==> src/design/sbie_pkg.sv <==
// Package for the stop-bit integer encoder: widths, flag constants and the
// group sizing and group select functions. No dependencies.
package sbie_pkg;

   localparam int VALUE_W   = 64;
   localparam int GROUP_W   = 7;
   localparam int BYTE_W    = 8;
   localparam int MAX_BYTES = 10;
   localparam int COUNT_W   = $clog2(MAX_BYTES + 1);
   localparam int EXT_W     = GROUP_W * MAX_BYTES;

   typedef logic [VALUE_W-1:0] value_type;
   typedef logic [BYTE_W-1:0]  byte_type;
   typedef logic [GROUP_W-1:0] group_type;
   typedef logic [COUNT_W-1:0] count_type;

   localparam byte_type  STOP_FLAG  = 8'h80;
   localparam byte_type  SIGN_FLAG  = 8'h40;
   localparam value_type NO_TOP_BIT = {1'b0, {(VALUE_W-1){1'b1}}};

   // Fewest k with x >> (7k - drop_one) == 0, else the full byte count.
   function automatic count_type group_count(value_type x, logic drop_one);
      count_type k_sel;
      logic      found;
      k_sel = count_type'(MAX_BYTES);
      found = 1'b0;
      for (int k = 1; k < MAX_BYTES; k++) begin
         if (!found && ((x >> (GROUP_W * k - int'(drop_one))) == '0)) begin
            k_sel = count_type'(k);
            found = 1'b1;
         end
      end
      return k_sel;
   endfunction

   // Seven-bit group number g, counted from the least significant end.
   function automatic group_type group_at(value_type bits, count_type g);
      logic [EXT_W-1:0] ext;
      group_type        res;
      ext = EXT_W'(bits);
      res = '0;
      for (int i = 0; i < MAX_BYTES; i++) begin
         if (g == count_type'(i)) begin
            res = ext[GROUP_W*i +: GROUP_W];
         end
      end
      return res;
   endfunction

endpackage

==> src/design/sbie_if.sv <==
// Valid/ready channel interfaces for the encoder's request and response.
// Depends on sbie_pkg for field widths.
interface sbie_req_if import sbie_pkg::*; ();
   logic      valid;
   logic      ready;
   value_type value;
   logic      is_signed;

   modport source (output valid, output value, output is_signed, input ready);
   modport sink   (input valid, input value, input is_signed, output ready);
endinterface

interface sbie_rsp_if import sbie_pkg::*; ();
   logic     valid;
   logic     ready;
   byte_type out_byte;
   logic     last;

   modport source (output valid, output out_byte, output last, input ready);
   modport sink   (input valid, input out_byte, input last, output ready);
endinterface

==> src/design/stop_bit_integer_encoder_unit.sv <==
// Stop-bit integer encoder: one 64-bit value in, 1 to 10 encoded bytes out.
// The item is registered in the holding register, and each byte is then registered
// in the output register. The response channel moves one byte per cycle while the
// sink is ready, and the next item loads as the last byte leaves the holding register.
// Reset (synchronous): clears the holding and output valid flags and the byte index.
// Depends on sbie_pkg and sbie_if.
module stop_bit_integer_encoder_unit import sbie_pkg::*; (
   input logic      clock,
   input logic      reset,
   sbie_req_if.sink   req_chan,
   sbie_rsp_if.source rsp_chan
);

   logic      hold_valid_ff, hold_valid_in;
   value_type value_ff, value_in;
   logic      signed_ff, signed_in;
   count_type idx_ff, idx_in;

   logic      rsp_valid_ff, rsp_valid_in;
   byte_type  rsp_byte_ff, rsp_byte_in;
   logic      rsp_last_ff, rsp_last_in;

   logic      neg;
   value_type mag;
   value_type bits;
   count_type n_bytes;
   logic      is_last;
   group_type grp;
   byte_type  cur_byte;
   logic      emit;
   logic      take;

   always_comb begin
      neg     = signed_ff & value_ff[VALUE_W-1];
      mag     = neg ? (~value_ff + value_type'(1)) : value_ff;
      n_bytes = group_count(signed_ff ? mag : value_ff, signed_ff);
      bits    = signed_ff ? (value_ff & NO_TOP_BIT) : value_ff;
      is_last = (idx_ff == n_bytes - count_type'(1));
      grp     = group_at(bits, n_bytes - count_type'(1) - idx_ff);
      cur_byte = byte_type'(grp);
      if (is_last) begin
         cur_byte = cur_byte | STOP_FLAG;
      end
      if (neg && (idx_ff == '0)) begin
         cur_byte = cur_byte | SIGN_FLAG;
      end
   end

   assign emit = hold_valid_ff && (!rsp_valid_ff || rsp_chan.ready);
   assign req_chan.ready = !hold_valid_ff || (emit && is_last);
   assign take = req_chan.valid && req_chan.ready;

   always_comb begin
      hold_valid_in = hold_valid_ff;
      value_in      = value_ff;
      signed_in     = signed_ff;
      idx_in        = idx_ff;
      if (emit) begin
         idx_in = idx_ff + count_type'(1);
         if (is_last) begin
            hold_valid_in = 1'b0;
            idx_in        = '0;
         end
      end
      // load the next item as the current one drains
      if (take) begin
         hold_valid_in = 1'b1;
         value_in      = req_chan.value;
         signed_in     = req_chan.is_signed;
         idx_in        = '0;
      end

      rsp_valid_in = rsp_valid_ff && !rsp_chan.ready;
      rsp_byte_in  = rsp_byte_ff;
      rsp_last_in  = rsp_last_ff;
      if (emit) begin
         rsp_valid_in = 1'b1;
         rsp_byte_in  = cur_byte;
         rsp_last_in  = is_last;
      end
   end

   always_ff @(posedge clock) begin
      if (reset) begin
         hold_valid_ff <= 1'b0;
         rsp_valid_ff  <= 1'b0;
         idx_ff        <= '0;
      end else begin
         hold_valid_ff <= hold_valid_in;
         rsp_valid_ff  <= rsp_valid_in;
         idx_ff        <= idx_in;
      end
   end

   always_ff @(posedge clock) begin
      value_ff    <= value_in;
      signed_ff   <= signed_in;
      rsp_byte_ff <= rsp_byte_in;
      rsp_last_ff <= rsp_last_in;
   end

   assign rsp_chan.valid    = rsp_valid_ff;
   assign rsp_chan.out_byte = rsp_byte_ff;
   assign rsp_chan.last     = rsp_last_ff;

endmodule

==> src/flat_wrapper.sv <==
// flat-port wrapper written by rule: the top's interface ports become plain ports
module stop_bit_integer_encoder_unit_flat import sbie_pkg::*;
  (clock, reset, req_chan_valid, req_chan_value, req_chan_is_signed, req_chan_ready, rsp_chan_valid, rsp_chan_out_byte, rsp_chan_last, rsp_chan_ready);
  sbie_req_if req_chan_i ();
  sbie_rsp_if rsp_chan_i ();
  input logic clock;
  input logic reset;
  input wire logic [$bits(req_chan_i.valid)-1:0] req_chan_valid;
  input wire logic [$bits(req_chan_i.value)-1:0] req_chan_value;
  input wire logic [$bits(req_chan_i.is_signed)-1:0] req_chan_is_signed;
  output wire logic [$bits(req_chan_i.ready)-1:0] req_chan_ready;
  output wire logic [$bits(rsp_chan_i.valid)-1:0] rsp_chan_valid;
  output wire logic [$bits(rsp_chan_i.out_byte)-1:0] rsp_chan_out_byte;
  output wire logic [$bits(rsp_chan_i.last)-1:0] rsp_chan_last;
  input wire logic [$bits(rsp_chan_i.ready)-1:0] rsp_chan_ready;
  assign req_chan_i.valid = req_chan_valid;
  assign req_chan_i.value = req_chan_value;
  assign req_chan_i.is_signed = req_chan_is_signed;
  assign req_chan_ready = req_chan_i.ready;
  assign rsp_chan_valid = rsp_chan_i.valid;
  assign rsp_chan_out_byte = rsp_chan_i.out_byte;
  assign rsp_chan_last = rsp_chan_i.last;
  assign rsp_chan_i.ready = rsp_chan_ready;
  stop_bit_integer_encoder_unit u_core (.clock(clock), .reset(reset), .req_chan(req_chan_i), .rsp_chan(rsp_chan_i));
endmodule
==> config.mk <==
export PLATFORM = sky130hd
export DESIGN_NAME = stop_bit_integer_encoder_unit_flat
export DESIGN_NICKNAME = d
export VERILOG_FILES = /design/src/design/sbie_pkg.sv /design/src/design/sbie_if.sv /design/src/design/stop_bit_integer_encoder_unit.sv /design/src/flat_wrapper.sv
export SDC_FILE = /design/constraint.sdc
export NUM_CORES = 1
export LEC_CHECK = 0
export BUFFER_PORTS_ARGS = -buffer_cell sky130_fd_sc_hd__buf_4
export CORE_MARGIN = 4
export CORE_UTILIZATION = 35
export CTS_CLUSTER_SIZE = 28
export DETAILED_ROUTE_END_ITERATION = 10
export GPL_TIMING_DRIVEN = 0
export PLACE_DENSITY_LB_ADDON = 0.08
export SKIP_LAST_GASP = 1
export SLEW_MARGIN = 20
export SYNTH_ARGS = -nofsm -noshare
export SYNTH_HDL_FRONTEND = slang
export SYNTH_SLANG_ARGS = --single-unit
==> constraint.sdc <==
create_clock -name clock -period 7.3 [get_ports clock]
set_input_delay 1.46 -clock clock [delete_from_list [all_inputs] [get_ports clock]]
set_output_delay 1.46 -clock clock [all_outputs]
set_load 0.1 [all_outputs]
==> impl_results.md <==
- Status: completed
- Post-synthesis async set-or-reset flop share: 0%
- I/O pin count: 80
- Final hold slack: between 0.4 and 0.5 ns
- Mapped Area: 0.00544 mm²
- Die Span X: 133 µm
- # placed instances: between 700 and 800
- Vias per cell: 5.92
- Vias in the first global route: 4754
- Filler cells: 1455
- DR iter-0 viols: between 400 and 500
- Gate count after technology mapping: 527
- Wire length per cell: around 20 µm
- Multi-input gate area: 0.00304 mm²
- Mean post-synth cell area: 10.3 µm²
- GRT Total Usage: 19.0%
- CTS Root Cell: clkbuf_16
- Initial antenna violation count: 0
- CTS tree: done
- Synth area leaders: edfxtp_1 (40%), mux4_2 (5.4%), mux2i_1 (5.2%)
- Crit. Startpoint: u_core.value_ff[41]
- Slew @ Worst Pin: 0.752 ns
- Final Wtd Congestion: about 0.93
- Hold path start: u_core.idx_ff[1]
- Worst skew pair latency: 0.35 ns
- Critical path arrival: 5.58 ns
- Period utilization: 96.4%
- H-tree Lvls: 3
- Kind of start point of the critical path: flip-flop
- Register area share after synthesis: between 40% and 50%
- Worst Path Max Fanout: 9
- Cell area power density: 201 mW/mm²
- Clock skew: 0.00649 ns
- First-pass DRT Iterations: 5
- Register bit total from synthesis: 79
- Largest net degree at the start of global routing: 34
- Final non-filler cell total: a little over 800
- Slowest cell on crit path: or4_1
- CTS clk-pin slew, worst paths: 0.06 ns
- Mapped Nets: about 600
- Die footprint: 0.0176 mm²
- Ratio of cells with drive above 1 in the final layout: 26.8%
- Final setup viols: 0
- Detailed Place HPWL: around 13 mm
- Placed inst area: 0.00630 mm²
- R2r setup slk: 0.57 ns
- Dominant cell type by area after synthesis: edfxtp_1
- Final Hold Fails: 0
- CP peak stage delay: 0.62 ns
- Total CTS buffers: 9
- Design area: 0.00683 mm²
- I/O Buffers: 79
- DR vias: 4870
- Layout area overhead: 25.6%
- CP Capture Type: output port
- Lkg Pwr: 0.00240 µW
- Yosys top cell area share: 40.3%
- FF+latch area: around 0.0023 mm²
- Ordered list of cells on the worst path: clkbuf_1, or4_1, nor4bb_4, nand2_1, o311ai_2, nand4b_1, or4_1, or4_4, a21oi_1, o22ai_1, ha_1, xor2_1, ha_1, nand4_1, mux2i_4, a21o_1, buf_12
- Gr ovfl total: 0
- Final net count: approximately 700
- Overall routed net length: 16.4 mm
- Slew Viols, Final: 0
- Final min period: a little over 7 ns
- Initial core utilization: 35.8%
- Worst slew margin: 49.9%
- Bufs on Longest Clock Path: 2
- Core Rows: 45
- Yosys warnings: 0
- Synth cell types: 77
- Fmax: 142 MHz
- Max cap viols: 0
- Predominant post-synthesis flop cell: edfxtp_1
- Antenna viol nets, final: 0
- Tightest Hold Check Type: reg2reg
- Setup CP Type: reg2out
- Global-route wire length before repair: 26.5 mm
- Sink Count: about 80
- Post-synth EDFFs: 73
- Worst vdd ir: 0.107 mV
- ANT cells: 0
- Core area: 0.0152 mm²
- Drt drc: 0
- CP Data Required Time: 5.84 ns
- Reg2reg start: u_core.value_ff[41]
- Die extent in y: 133 µm
metal layers:
metal / vias up / global-route usage [%] / part of all wire, %
li1: 2280 / - / -
met1: 2399 / 25.6 / 45
met2: 169 / 30.1 / 47
met3: 22 / 5.13 / 6.4
met4: 0 / 5.95 / 1.6
met5: - / 0 / 0
layout make-up:
class                      count  area share, %
clock buffer                  13           3.96
inverter                      15          0.824
clock inverter                 3          0.952
multi-input combinational    404           44.5
tap                          188           3.44
sequential                    79           33.8
buffer                        28           2.00
timing repair buffer          92           10.5
sequential cells by signal, indices dropped and copies added, names as in the netlist:
name,flops
u_core.rsp_chan.out_byte,8
u_core.value_ff,64
u_core.hold_valid_ff,1
u_core.rsp_chan.valid,1
u_core.signed_ff,1
u_core.idx_ff,4
critical path, delay by kind of cell (launching register included):
kind	cells	cell delay [ns]
DFF	1	0.35
xor gates and xnor gates	1	0.16
muxes	1	0.27
AOI/OAI and AO/OA	4	0.75
adders and majority gates	2	0.53
and+or+nand+nor	7	2.73
buffers and inverters	2	0.44
per-stage QoR:
stage / power (µW) / setup TNS (ns) / worst slack (ns) / util [%]
6_report: 1380 / 0 / 0.263 / 44.9
3_3_place_gp: 873 / -54.87 / -0.849 / 41.2
5_1_grt: 1440 / -0.00659 / -0.00659 / 44.9
3_5_place_dp: 877 / 0 / 0.148 / 41.4
2_1_floorplan: 777 / 0 / 0.0634 / -
4_1_cts: 1380 / 0 / 0.0297 / 43.9
worst paths after layout:
kind	cells after the start	end
setup / recovery	17	req_chan_ready
hold / removal	2	u_core.idx_ff[1]
setup reg to reg	18	u_core.rsp_chan.out_byte[4]
hold reg to reg	2	u_core.idx_ff[1]
cells by family after synthesis:
| logic type | count (synthesis) | share of synthesized area [%] |
|---|---|---|
| multiplexers | 47 | 12.1 |
| buffers and inverters | 44 | 3.52 |
| flip-flops | 79 | 42.5 |
| AO/OA/AOI/OAI | 103 | 13.0 |
| XOR/XNOR | 16 | 3.06 |
| AND/OR/NAND/NOR | 231 | 24.1 |
| adder cells (fa/ha/maj) | 7 | 1.75 |
Yosys cell counts (all sizes together), types with 3 or more instances:
cell type / number
or4: 16
o311ai: 5
xnor2: 8
nand2: 43
and2: 4
nor4: 20
nand4: 14
or3: 10
o21ai: 17
o31ai: 10
o22ai: 4
ha: 6
nand3: 17
mux2: 4
a21oi: 21
a21o: 4
dfxtp: 6
xor2: 8
or2: 6
a31oi: 12
nor2b: 3
nor3: 28
nand4b: 5
buf: 8
and3: 4
o211ai: 3
o41ai: 4
nand2b: 5
nor2: 49
inv: 14
edfxtp: 73
clkbuf: 21
mux2i: 29
mux4: 14
a211oi: 3
layout by cell type (no fill, tap or decap), types with 5 or more instances in the layout:
cell type and instances:
nand2_1 43, a31oi_1 12, nor2_1 47, buf_4 92
edfxtp_1 73, inv_1 14, o21ai_0 14, or4_1 11
nor4_4 5, mux4_2 13, o31ai_1 10, nand4_1 14
or2_2 6, nor4_1 11, nand3_1 15, xor2_1 7
xnor2_1 6, nor3_1 27, or3_1 6, a21oi_1 21
or4_4 5, clkbuf_16 9, dfxtp_1 6, clkbuf_1 19
mux2i_1 28, nand4b_1 5, ha_1 6
where the power goes:
| part | switching [µW] | internal (µW) |
|---|---|---|
| sequential | 36.6 | 531 |
| combinational | 178 | 132 |
| clock | 172 | 327 |
| total | 386 | 990 |
timing repair:
action | 4_1_cts | 5_1_grt
setup buffers | 1 | 11
gates resized for setup | 4 | 17
hold buffers | 0 | 0
pin swaps | 1 | 7
setup endpoints to repair | 1 | 6
gates cloned | 0 | 0
No activity file was read; power rests on OpenSTA's default activity.
